### config.mk
export PLATFORM = sky130hd
export DESIGN_NAME = sha256_stream_hasher_unit_flat
export DESIGN_NICKNAME = d
export VERILOG_FILES = /design/src/hdl/sha256sh_pkg.sv /design/src/hdl/sha256sh_if.sv /design/src/hdl/sha256_stream_hasher_unit.sv /design/src/hdl/sha256sh_core.sv /design/src/flat_wrapper.sv
export SDC_FILE = /design/constraint.sdc
export NUM_CORES = 2
export LEC_CHECK = 0
export BUFFER_PORTS_ARGS = -buffer_cell sky130_fd_sc_hd__clkbuf_2
export CAP_MARGIN = 20
export CELL_PAD_IN_SITES_DETAIL_PLACEMENT = 1
export CELL_PAD_IN_SITES_GLOBAL_PLACEMENT = 1
export CORE_ASPECT_RATIO = 1.5
export CORE_MARGIN = 2
export CORE_UTILIZATION = 35
export CTS_CLUSTER_DIAMETER = 50
export DETAILED_ROUTE_END_ITERATION = 10
export GPL_TIMING_DRIVEN = 0
export PLACE_DENSITY = 0.69
export RECOVER_POWER = 50
export SYNTH_ARGS = -nofsm -noshare
export SYNTH_HDL_FRONTEND = slang
export SYNTH_HIERARCHICAL = 1
export SYNTH_SLANG_ARGS = --single-unit
export TNS_END_PERCENT = 10
### constraint.sdc
create_clock -name clk_i -period 9.2 [get_ports clk_i]
set_input_delay 0.46 -clock clk_i [delete_from_list [all_inputs] [get_ports clk_i]]
set_output_delay 0.46 -clock clk_i [all_outputs]
set_load 0.03 [all_outputs]
### src/hdl/sha256sh_pkg.sv
// ----------------------------------------------------------------------------
// sha256sh_pkg
// Shared types and constants of the SHA-256 stream hasher: round constants,
// initial hash values, sequencer states and the core control/status structs.
// ----------------------------------------------------------------------------
package sha256sh_pkg;

  typedef logic [31:0] word_t;

  // eight chaining or working words, index 0 is a / h0
  typedef logic [0:7][31:0] hash_t;

  typedef logic [0:63][31:0] round_k_t;

  // sequencer states of the top level
  typedef enum logic [1:0] {
    S_IDLE,
    S_PAD,
    S_COMP,
    S_OUT
  } seq_state_e;

  // top level to compression core
  typedef struct packed {
    logic push;   // shift one word into the schedule line
    logic start;  // load working vars and run 64 rounds
  } core_ctl_t;

  // compression core to top level
  typedef struct packed {
    logic busy;   // rounds in progress
    logic done;   // working vars final, one-cycle pulse
  } core_sts_t;

  localparam logic [7:0] PadByte    = 8'h80;
  localparam word_t      MarkerWord = {PadByte, 24'h000000};

  localparam hash_t InitHash = '{
    32'h6a09e667, 32'hbb67ae85, 32'h3c6ef372, 32'ha54ff53a,
    32'h510e527f, 32'h9b05688c, 32'h1f83d9ab, 32'h5be0cd19
  };

  localparam round_k_t RoundK = '{
    32'h428a2f98, 32'h71374491, 32'hb5c0fbcf, 32'he9b5dba5,
    32'h3956c25b, 32'h59f111f1, 32'h923f82a4, 32'hab1c5ed5,
    32'hd807aa98, 32'h12835b01, 32'h243185be, 32'h550c7dc3,
    32'h72be5d74, 32'h80deb1fe, 32'h9bdc06a7, 32'hc19bf174,
    32'he49b69c1, 32'hefbe4786, 32'h0fc19dc6, 32'h240ca1cc,
    32'h2de92c6f, 32'h4a7484aa, 32'h5cb0a9dc, 32'h76f988da,
    32'h983e5152, 32'ha831c66d, 32'hb00327c8, 32'hbf597fc7,
    32'hc6e00bf3, 32'hd5a79147, 32'h06ca6351, 32'h14292967,
    32'h27b70a85, 32'h2e1b2138, 32'h4d2c6dfc, 32'h53380d13,
    32'h650a7354, 32'h766a0abb, 32'h81c2c92e, 32'h92722c85,
    32'ha2bfe8a1, 32'ha81a664b, 32'hc24b8b70, 32'hc76c51a3,
    32'hd192e819, 32'hd6990624, 32'hf40e3585, 32'h106aa070,
    32'h19a4c116, 32'h1e376c08, 32'h2748774c, 32'h34b0bcb5,
    32'h391c0cb3, 32'h4ed8aa4a, 32'h5b9cca4f, 32'h682e6ff3,
    32'h748f82ee, 32'h78a5636f, 32'h84c87814, 32'h8cc70208,
    32'h90befffa, 32'ha4506ceb, 32'hbef9a3f7, 32'hc67178f2
  };

endpackage

### src/hdl/sha256sh_if.sv
// ----------------------------------------------------------------------------
// sha256sh_if
// Valid/ready channels of the hasher: message word beats in, digest word
// beats out.
// ----------------------------------------------------------------------------
interface sha256sh_in_if;
  logic        valid;
  logic        ready;
  logic [31:0] data_word;
  logic [2:0]  valid_bytes;
  logic        is_last;
  logic        empty_message;

  modport source (
    output valid, data_word, valid_bytes, is_last, empty_message,
    input  ready
  );
  modport sink (
    input  valid, data_word, valid_bytes, is_last, empty_message,
    output ready
  );
endinterface

interface sha256sh_out_if;
  logic        valid;
  logic        ready;
  logic [31:0] digest_word;
  logic [2:0]  word_number;
  logic        digest_done;

  modport source (
    output valid, digest_word, word_number, digest_done,
    input  ready
  );
  modport sink (
    input  valid, digest_word, word_number, digest_done,
    output ready
  );
endinterface

### src/hdl/sha256_stream_hasher_unit.sv
// ----------------------------------------------------------------------------
// sha256_stream_hasher_unit
// SHA-256 of a stream of big-endian message words, eight digest words out.
// ----------------------------------------------------------------------------
// Input channel in_i: one beat per 32-bit message word, first byte in bits
// 31..24. valid_bytes (1..4) counts the leading bytes of the last word only;
// empty_message with is_last hashes no bytes from that beat.
// Output channel out_o: eight beats per message, digest words 0..7, with
// digest_done on the eighth.
// Timing: a word that does not fill a block is pushed into the schedule line.
// The sixteenth word of a block starts the shared round unit, which runs the
// 64 rounds; the chaining add follows when the core reports done. After the
// last word the padding words go in at one per cycle, paused while a
// compression runs, with one or two compressions, then the digest is offered.
// in_i.ready is high only while the sequencer is idle; one message word is
// worked on at a time.
// Reset loads the initial hash values and clears the length and fill count.
// A stalled receiver holds the current digest word; nothing is dropped, and
// input stays blocked until the eighth word is taken.
// ----------------------------------------------------------------------------
module sha256_stream_hasher_unit (
  input  logic                  clk_i,
  input  logic                  rst_ni,
  sha256sh_in_if.sink           in_i,
  sha256sh_out_if.source        out_o
);
  import sha256sh_pkg::*;

  seq_state_e  state_q, state_d;
  hash_t       chain_q, chain_d;
  logic [3:0]  fill_q, fill_d;
  logic [63:0] bitlen_q, bitlen_d;
  logic        marker_q, marker_d;  // 0x80 word still owed
  logic        pad_q, pad_d;        // padding in progress
  logic        len_q, len_d;        // high length word pushed
  logic        final_q, final_d;    // last block of the message pushed
  logic [2:0]  out_cnt_q, out_cnt_d;

  core_ctl_t   core_ctl;
  core_sts_t   core_sts;
  word_t       push_word;
  hash_t       wv;

  logic [2:0]  nbytes;
  word_t       pad_word;

  // byte count and padded form of a last word
  always_comb begin
    if (in_i.empty_message) begin
      nbytes = 3'd0;
    end else begin
      case (in_i.valid_bytes) inside
        3'd0:       nbytes = 3'd0;
        [3'd1:3'd4]: nbytes = in_i.valid_bytes;
        default:    nbytes = 3'd4;
      endcase
    end
    case (nbytes[1:0])
      2'd1:    pad_word = {in_i.data_word[31:24], PadByte, 16'h0000};
      2'd2:    pad_word = {in_i.data_word[31:16], PadByte, 8'h00};
      2'd3:    pad_word = {in_i.data_word[31:8], PadByte};
      default: pad_word = MarkerWord;
    endcase
  end

  // sequencer
  always_comb begin
    state_d   = state_q;
    chain_d   = chain_q;
    fill_d    = fill_q;
    bitlen_d  = bitlen_q;
    marker_d  = marker_q;
    pad_d     = pad_q;
    len_d     = len_q;
    final_d   = final_q;
    out_cnt_d = out_cnt_q;
    core_ctl  = '0;
    push_word = '0;
    case (state_q)
      S_IDLE: begin
        if (in_i.valid) begin
          core_ctl.push = 1'b1;
          fill_d        = fill_q + 4'd1;
          if (!in_i.is_last) begin
            push_word = in_i.data_word;
            bitlen_d  = bitlen_q + 64'd32;
          end else begin
            pad_d    = 1'b1;
            bitlen_d = bitlen_q + {58'd0, nbytes, 3'b000};
            if (nbytes == 3'd4) begin
              push_word = in_i.data_word;
              marker_d  = 1'b1;
            end else begin
              push_word = pad_word;
            end
          end
          if (fill_q == 4'd15) begin
            core_ctl.start = 1'b1;
            state_d        = S_COMP;
          end else if (in_i.is_last) begin
            state_d = S_PAD;
          end
        end
      end
      S_PAD: begin
        core_ctl.push = 1'b1;
        fill_d        = fill_q + 4'd1;
        if (marker_q) begin
          push_word = MarkerWord;
          marker_d  = 1'b0;
        end else if (len_q) begin
          push_word = bitlen_q[31:0];
          final_d   = 1'b1;
        end else if (fill_q == 4'd14) begin
          push_word = bitlen_q[63:32];
          len_d     = 1'b1;
        end
        if (fill_q == 4'd15) begin
          core_ctl.start = 1'b1;
          state_d        = S_COMP;
        end
      end
      S_COMP: begin
        if (core_sts.done) begin
          for (int i = 0; i < 8; i++) begin
            chain_d[i] = chain_q[i] + wv[i];
          end
          if (final_q) begin
            out_cnt_d = '0;
            state_d   = S_OUT;
          end else if (pad_q) begin
            state_d = S_PAD;
          end else begin
            state_d = S_IDLE;
          end
        end
      end
      S_OUT: begin
        if (out_o.ready) begin
          out_cnt_d = out_cnt_q + 3'd1;
          if (out_cnt_q == 3'd7) begin
            chain_d  = InitHash;
            fill_d   = '0;
            bitlen_d = '0;
            marker_d = 1'b0;
            pad_d    = 1'b0;
            len_d    = 1'b0;
            final_d  = 1'b0;
            state_d  = S_IDLE;
          end
        end
      end
      default: state_d = S_IDLE;
    endcase
  end

  // state registers
  always_ff @(posedge clk_i or negedge rst_ni) begin
    if (!rst_ni) begin
      state_q   <= S_IDLE;
      chain_q   <= InitHash;
      fill_q    <= '0;
      bitlen_q  <= '0;
      marker_q  <= 1'b0;
      pad_q     <= 1'b0;
      len_q     <= 1'b0;
      final_q   <= 1'b0;
      out_cnt_q <= '0;
    end else begin
      state_q   <= state_d;
      chain_q   <= chain_d;
      fill_q    <= fill_d;
      bitlen_q  <= bitlen_d;
      marker_q  <= marker_d;
      pad_q     <= pad_d;
      len_q     <= len_d;
      final_q   <= final_d;
      out_cnt_q <= out_cnt_d;
    end
  end

  sha256sh_core u_core (
    .clk_i       (clk_i),
    .rst_ni      (rst_ni),
    .ctl_i       (core_ctl),
    .push_word_i (push_word),
    .chain_i     (chain_q),
    .sts_o       (core_sts),
    .wv_o        (wv)
  );

  // channel drive
  assign in_i.ready        = (state_q == S_IDLE);
  assign out_o.valid       = (state_q == S_OUT);
  assign out_o.digest_word = chain_q[out_cnt_q];
  assign out_o.word_number = out_cnt_q;
  assign out_o.digest_done = (out_cnt_q == 3'd7);

`ifndef SYNTH
  // input and output beats never overlap
  a_in_out_excl: assert property (@(posedge clk_i) disable iff (!rst_ni)
    !(in_i.ready && out_o.valid))
    else $error("input ready while digest offered");

  // a compression starts exactly on the sixteenth word of a block
  a_start_full: assert property (@(posedge clk_i) disable iff (!rst_ni)
    core_ctl.start |-> core_ctl.push && fill_q == 4'd15)
    else $error("compression started on a partial block");

  // after the last digest beat the chain is back at the initial values
  a_chain_reinit: assert property (@(posedge clk_i) disable iff (!rst_ni)
    (out_o.valid && out_o.ready && out_o.digest_done) |=>
      chain_q == InitHash && bitlen_q == 64'd0 && state_q == S_IDLE)
    else $error("hash state not reinitialized after digest");

  // the core reports done only while the sequencer waits for it
  a_done_in_comp: assert property (@(posedge clk_i) disable iff (!rst_ni)
    core_sts.done |-> state_q == S_COMP)
    else $error("compression done outside compress state");
`endif

endmodule

### src/hdl/sha256sh_core.sv
// ----------------------------------------------------------------------------
// sha256sh_core
// SHA-256 compression core: a 16-word schedule shift line that also serves
// as the block buffer, and one round unit reused for all 64 rounds of a block.
// ----------------------------------------------------------------------------
module sha256sh_core (
  input  logic                   clk_i,
  input  logic                   rst_ni,
  input  sha256sh_pkg::core_ctl_t ctl_i,
  input  sha256sh_pkg::word_t    push_word_i,
  input  sha256sh_pkg::hash_t    chain_i,
  output sha256sh_pkg::core_sts_t sts_o,
  output sha256sh_pkg::hash_t    wv_o
);
  import sha256sh_pkg::*;

  function automatic word_t rotr(input word_t x, input int unsigned n);
    rotr = (x >> n) | (x << (32 - n));
  endfunction

  logic [15:0][31:0] sched_q, sched_d;
  hash_t             wv_q, wv_d;
  logic [5:0]        round_q, round_d;
  logic              busy_q, busy_d;
  logic              done_q, done_d;

  word_t big0, big1, sm0, sm1, ch, maj, t1, t2, w_next;

  // round functions on the current working vars and schedule taps
  always_comb begin
    big1   = rotr(wv_q[4], 6) ^ rotr(wv_q[4], 11) ^ rotr(wv_q[4], 25);
    ch     = (wv_q[4] & wv_q[5]) ^ (~wv_q[4] & wv_q[6]);
    t1     = wv_q[7] + big1 + ch + RoundK[round_q] + sched_q[0];
    big0   = rotr(wv_q[0], 2) ^ rotr(wv_q[0], 13) ^ rotr(wv_q[0], 22);
    maj    = (wv_q[0] & wv_q[1]) ^ (wv_q[0] & wv_q[2]) ^ (wv_q[1] & wv_q[2]);
    t2     = big0 + maj;
    sm0    = rotr(sched_q[1], 7) ^ rotr(sched_q[1], 18) ^ (sched_q[1] >> 3);
    sm1    = rotr(sched_q[14], 17) ^ rotr(sched_q[14], 19) ^ (sched_q[14] >> 10);
    w_next = sched_q[0] + sm0 + sched_q[9] + sm1;
  end

  // next state of the schedule line, working vars and round counter
  always_comb begin
    sched_d = sched_q;
    wv_d    = wv_q;
    round_d = round_q;
    busy_d  = busy_q;
    done_d  = 1'b0;
    if (ctl_i.push) begin
      sched_d = {push_word_i, sched_q[15:1]};
    end
    if (ctl_i.start) begin
      wv_d    = chain_i;
      round_d = '0;
      busy_d  = 1'b1;
    end else if (busy_q) begin
      sched_d = {w_next, sched_q[15:1]};
      wv_d    = '{t1 + t2, wv_q[0], wv_q[1], wv_q[2],
                  wv_q[3] + t1, wv_q[4], wv_q[5], wv_q[6]};
      round_d = round_q + 6'd1;
      if (round_q == 6'd63) begin
        busy_d = 1'b0;
        done_d = 1'b1;
      end
    end
  end

  // control registers
  always_ff @(posedge clk_i or negedge rst_ni) begin
    if (!rst_ni) begin
      round_q <= '0;
      busy_q  <= 1'b0;
      done_q  <= 1'b0;
      wv_q    <= '0;
    end else begin
      round_q <= round_d;
      busy_q  <= busy_d;
      done_q  <= done_d;
      wv_q    <= wv_d;
    end
  end

  // schedule line, written before it is read
  always_ff @(posedge clk_i) begin
    sched_q <= sched_d;
  end

  assign sts_o.busy = busy_q;
  assign sts_o.done = done_q;
  assign wv_o       = wv_q;

`ifndef SYNTH
  // a start is never issued over a running compression
  a_no_restart: assert property (@(posedge clk_i) disable iff (!rst_ni)
    ctl_i.start |-> !busy_q)
    else $error("start while rounds in progress");

  // the done pulse follows the last round
  a_done_after_last: assert property (@(posedge clk_i) disable iff (!rst_ni)
    done_q |-> $past(busy_q) && $past(round_q) == 6'd63 && !busy_q)
    else $error("done without last round");

  // the round counter is back at zero when a block finishes
  a_round_wrap: assert property (@(posedge clk_i) disable iff (!rst_ni)
    done_q |-> round_q == 6'd0)
    else $error("round counter not wrapped");
`endif

endmodule

### src/flat_wrapper.sv
// flat-port wrapper written by rule: the top's interface ports become plain ports
module sha256_stream_hasher_unit_flat import sha256sh_pkg::*;
  (clk_i, rst_ni, in_i_valid, in_i_data_word, in_i_valid_bytes, in_i_is_last, in_i_empty_message, in_i_ready, out_o_valid, out_o_digest_word, out_o_word_number, out_o_digest_done, out_o_ready);
  sha256sh_in_if in_i_i ();
  sha256sh_out_if out_o_i ();
  input  logic clk_i;
  input  logic rst_ni;
  input wire logic [$bits(in_i_i.valid)-1:0] in_i_valid;
  input wire logic [$bits(in_i_i.data_word)-1:0] in_i_data_word;
  input wire logic [$bits(in_i_i.valid_bytes)-1:0] in_i_valid_bytes;
  input wire logic [$bits(in_i_i.is_last)-1:0] in_i_is_last;
  input wire logic [$bits(in_i_i.empty_message)-1:0] in_i_empty_message;
  output wire logic [$bits(in_i_i.ready)-1:0] in_i_ready;
  output wire logic [$bits(out_o_i.valid)-1:0] out_o_valid;
  output wire logic [$bits(out_o_i.digest_word)-1:0] out_o_digest_word;
  output wire logic [$bits(out_o_i.word_number)-1:0] out_o_word_number;
  output wire logic [$bits(out_o_i.digest_done)-1:0] out_o_digest_done;
  input wire logic [$bits(out_o_i.ready)-1:0] out_o_ready;
  assign in_i_i.valid = in_i_valid;
  assign in_i_i.data_word = in_i_data_word;
  assign in_i_i.valid_bytes = in_i_valid_bytes;
  assign in_i_i.is_last = in_i_is_last;
  assign in_i_i.empty_message = in_i_empty_message;
  assign in_i_ready = in_i_i.ready;
  assign out_o_valid = out_o_i.valid;
  assign out_o_digest_word = out_o_i.digest_word;
  assign out_o_word_number = out_o_i.word_number;
  assign out_o_digest_done = out_o_i.digest_done;
  assign out_o_i.ready = out_o_ready;
  sha256_stream_hasher_unit u_core (.clk_i(clk_i), .rst_ni(rst_ni), .in_i(in_i_i), .out_o(out_o_i));
endmodule
After elaboration in Yosys (flattened, before gate mapping)

Memories as Yosys holds them, arrays and structs flattened.
Index checks and enable logic that the tools add are counted.

Reduce and logical (&&, ||, !) cells: 17
Magnitude comparators: 4
$add $sub $neg: 23
$mul: 0
Bitwise logic cells: 29
Shifts and indexed selects: 0
Div/mod/pow operators: 0
Equal/unequal tests: 22
Mux-type cells: 75

Operators with widths:

| kind                                                            | number |
|---|---|
| 512-bit two-way mux                                             | 3 |
| 256-bit two-way mux                                             | 5 |
| 32-bit adder                                                    | 18 |
| 256-bit case mux with 2 select lines                            | 1 |
| 32-bit two-way mux                                              | 10 |
| 32-bit XOR                                                      | 9 |
| 64-bit two-way mux                                              | 4 |
| 32-bit AND                                                      | 5 |
| 64-bit case mux with 2 select lines                             | 1 |
| 32-bit binary-select mux with 3-bit select                      | 1 |
| 32-bit case mux with 3 select lines                             | 1 |
| 64-bit by 6-bit adder with 64-bit output                        | 1 |
| 64-bit by 6-bit adder with 64-bit output, second input constant | 1 |
| 32-bit case mux with 2 select lines                             | 1 |
| 32-bit NOT                                                      | 1 |
| 10-bit by 32-bit bitwise OR with 32-bit output                  | 1 |
| 13-bit by 32-bit bitwise OR with 32-bit output                  | 1 |
| 14-bit by 32-bit bitwise OR with 32-bit output                  | 1 |
| 15-bit by 32-bit bitwise OR with 32-bit output                  | 1 |
| 19-bit by 32-bit bitwise OR with 32-bit output                  | 1 |
| 21-bit by 32-bit bitwise OR with 32-bit output                  | 1 |
| 25-bit by 32-bit bitwise OR with 32-bit output                  | 1 |
| 26-bit by 32-bit bitwise OR with 32-bit output                  | 1 |
| 30-bit by 32-bit bitwise OR with 32-bit output                  | 1 |
| 39 further kinds                                                | 99 |

ROM bits: 2048
Input port bits: 41
RAM bits: 0
Output and inout bits: 38
Word-level logic and storage cells: 214
Register bits: 1109
Latch bits: 0
Memories kept: 1

Memories:

| memory          | words | width | read ports | clocked after memory_dff | write ports | RTL line            | source |
|---|---|---|---|---|---|---|---|
| (no name shown) | 64    | 32    | 1          | 0                        | 0           | sha256sh_core.sv:33 | `t1 = wv_q[7] + big1 + ch + RoundK[round_q] + sched_q[0];` |

Logic depth before layout (Yosys ltp)

Depth in word-level cells: 14
Depth in mapped cells: 40
Gate-level depth less buffers: 38

Cells and area by module

The synthesis kept the hierarchy.

Modules (own cells, without submodules):

| module                    | sequential area each (um^2) | area each (um^2) | times used | cells each |
|---|---|---|---|---|
| sha256sh_core             | 16856.2                     | 44920.6          | 1          | 4499 |
| sha256_stream_hasher_unit | 8428.1                      | 27450.1          | 1          | 3176 |

Worst setup path after synthesis

No wires, ideal clock.

Path type: register to register
Start: register u_core.u_core.round_q[1]
End: register u_core.u_core.wv_q, in the netlist u_core/u_core/wv_o[253]
Path buffers: 2
Data required time: 9.076 ns
Arrival: 8.134 ns
Cell stages (with the launch flop): 35
Setup time: 0.124 ns
Path slack: 0.942 ns
Clock period less this slack: 8.258 ns
Cell sequence: dfrtp_1 > clkbuf_1 > clkinv_1 > ha_1 > clkbuf_1 > nor2b_1 > a31oi_1 > mux4_2 > fa_1 > inv_1 > fa_1 > fa_1 > inv_1 > ha_1 > o21a_1 > o31a_1 > nor4_1 > o21ai_0 > a21oi_1 > o21ai_0 > a21o_1 > a21oi_1 > xnor2_1 > fa_1 > ha_1 > nand2_1 > o21ai_0 > nor3b_2 > a2111oi_2 > o2111ai_1 > nand3b_1 > a21o_1 > a21oi_1 > mux2i_1 > a211o_1

Word-level cells in the longest chain between the ends: 9

Ends and longest elaborated chain:

| item                                                  | RTL line            | source |
|---|---|---|
| start: declaration                                    | sha256sh_core.sv:23 | `logic [5:0] round_q, round_d;` |
| start signal: assignment                              | sha256sh_core.sv:76 | `round_q <= round_d;` |
| 6-bit NOT with 7-bit output (not written as such)     | sha256sh_core.sv:33 |  |
| memory 64 x 32 bit                                    | --                  |  |
| 32-bit two-way mux (not written as such) (2 in a row) | sha256sh_core.sv:33 |  |
| 32-bit adder (2 in a row)                             | sha256sh_core.sv:33 |  |
| 32-bit adder                                          | sha256sh_core.sv:58 | `wv_d = '{t1 + t2, wv_q[0], wv_q[1], wv_q[2],` |
| 256-bit two-way mux                                   | sha256sh_core.sv:56 | `end else if (busy_q) begin` |
| 256-bit two-way mux                                   | sha256sh_core.sv:52 | `if (ctl_i.start) begin` |
| end signal: assignment                                | sha256sh_core.sv:79 | `wv_q <= wv_d;` |
| end: declaration                                      | sha256sh_core.sv:22 | `hash_t wv_q, wv_d;` |

Every way passes these cells. The select of a mux whose other input is x is not followed.
A chain may end at the register's enable or synchronous reset.

Worst setup path after layout

Same ends and word-level chain as after synthesis.

==> impl_metrics.toml <==
[outcome]
outcome = "complete, but fails checks"
violations = "max-capacitance violations, max-slew violations"

[cts]
path_clk_slew_ns = 0.06
clock_latency_ns = 0.83
clock_sinks = 1106
cts_tree = "built"
cts_buffers = 145
cts_max_path_buffers = 4
cts_max_level = 4
cts-root-buf = "clkbuf_16"

[sta]
skew_ns = 0.0592
tightest_slew_ns = 6.10
setup_violations = 0
finalSetupTns_ns = 0
slew_viol_final = 443
finalHoldViolCount = 0
finalCritPeriodShare_pct = 98.1
fin_ws_ns = 0.171
period_needed_ns = 9.03
slew_headroom_pct = -306
clock.fmax_mhz = 111

[layout]
nNetsFinal = 8590
instances_no_fill = 10700
multi_input_area_um2 = 44500
fin_area_um2 = 82100
fill_cells = 23500
post-route-util_pct = 39.9
drive_above_1_share_pct = 15.1
syn_to_final_growth_pct = 13.4
seq_area_um2 = 25300

[global_route]
overflow = 0
grt.met2_usage_pct = 52.5
grt_use_met1_pct = 31.5
grt_max_degree = 106
grt_use_total_pct = 30.8
gr-usage-met3_pct = 6.05
antenna_found_initial = 18
grt_pass1_vias = 66900
grt_pass1_wl_mm = 471
grt-busiest-layer = "met2"

[place]
portBuffers = 77
gp_congestion = 1.02
hpwlAfterDp_mm = 264
placed_area_um2 = 76600
pre_cts_ws_ns = -2.59
placed_cells = 10500

[min_path]
hold_path_class = "primary input to flop"

[power]
ir_drop_mv = 0.122
power_leakage_nw = 35.2
power_density_nw_per_um2 = 130

[worst_setup_path]
regToRegSetupSlack_ns = 0.17
cp-end-kind = "flop"
crit_type = "flop to flop"
path_common_cell = "fa_1"
worst_setup_path_start_kind = "flop"
arrival_ns = 9.70
cp_slowest_cell = "fa_1"
cp_max_fo = 15
critical_path.max_stage_delay_ns = 0.52
worstPathRequired_ns = 9.87

[synth]
synth_nets = 8314
ys_warn_count = 6
syn_avg_cell_area_um2 = 9.43
netlist_instances = 7674
mappedNetlistArea_um2 = 72400

[floorplanning]
die-area_um2 = 210000
die_y_um = 561
coreArea_um2 = 206000
io-pin-count = 79
fp-row-count = 204
dieWidth_um = 375
start_util_pct = 35.2

[drt]
drt_first_pass_iters = 9
drc_errors = 0
drtAntennaViolNets = 0
wl_per_cell_um = 30.8
totalWireLength_mm = 331
dr.first_iter.drc_count = 4421
vias_per_cell = 5.84
vias = 62700

[flow_run]
drv_cap = 8
-- metrics by stage --
step,power (mW),hold slack (ns)
floorplan,4.93,0.164
global route,11.0,0.113
CTS,10.8,0.0307
finish,10.7,0.0806
detailed placement,5.01,0.427
global placement,5.00,0.434
-- metal layers --
layer	vias to the layer above	part of all wire (%)
li1	27500	-
met5	-	0.027
met2	2279	48
met4	14	12
met1	31800	35
met3	1101	5.8
-- power breakdown --
group / internal, mW / switching (mW)
clock: 3.41 / 2.39
combinational: 0.0124 / 0.0658
sequential: 4.83 / 0.000175
-- area by class of cell --
class                      instances  share of cell area, %
clock inverter                    62                  0.892
clock buffer                     190                   4.92
tap                             2678                   4.08
multi-input combinational       5764                   54.3
inverter                         398                   1.85
antenna                            5                 0.0152
sequential                      1106                   30.8
timing repair buffer             131                   1.09
buffer                           404                   2.06
-- state kept, by name (all words and copies together) (netlist names) --
signal / cells
u_core/bitlen_q: 61
u_core/chain_q: 256
u_core/fill_q: 4
u_core/final_q: 1
u_core/len_q: 1
u_core/marker_q: 1
u_core/out_o.word_number: 3
u_core/pad_q: 1
u_core/state_q: 2
u_core/u_core/busy_q: 1
u_core/u_core/done_q: 1
u_core/u_core/round_q: 6
u_core/u_core/sched_q: 512
u_core/u_core/wv_o: 256
-- worst max-delay path, delay by kind of cell, from the launching register on --
kind            cells  cell delay, ns
compound gates     15            3.14
flops               1            0.44
fa+ha+maj           8            3.06
simple gates        9            0.95
xor+xnor            1            0.14
mux                 1            0.16
buf+inv             8            1.02
-- cells in the final DEF, fill, tap and decap left out, drive strengths merged, types with 196 or more instances in the layout --
cell,n
mux2i,267
nor2,445
dfxtp,512
o21ai,678
xor2,274
ha,403
inv,415
clkbuf,634
a21oi,537
nand2,764
mux2,470
dfrtp,458
xnor2,346
fa,196
-- path summary, 6_finish.rpt --
kind / end / start / cells past startpoint
setup / recovery: u_core/u_core/wv_o[253]$_DFFE_PN0P_ / u_core/u_core/round_q[1]$_DFFE_PN0P_ / 42
hold / removal: u_core/pad_q$_DFFE_PN0P_ / in_i_valid / 5
setup reg to reg: u_core/u_core/wv_o[253]$_DFFE_PN0P_ / u_core/u_core/round_q[1]$_DFFE_PN0P_ / 42
hold reg to reg: u_core/u_core/sched_q[275]$_DFF_P_ / u_core/u_core/sched_q[275]$_DFF_P_ / 2
max in group asynchronous: u_core/u_core/wv_o[185]$_DFFE_PN0P_ / rst_ni / 5
min in group asynchronous: u_core/u_core/wv_o[75]$_DFFE_PN0P_ / rst_ni / 2
-- repair_timing --
action	in CTS	in global routing
buffers inserted	5	12
setup endpoints to repair	54	34
resized for setup	100	139
hold buffers	1	0
endpoints found under the hold margin	33	0
pin swaps	6	17
cloned	0	0
Power figures use the tool's default switching activity.
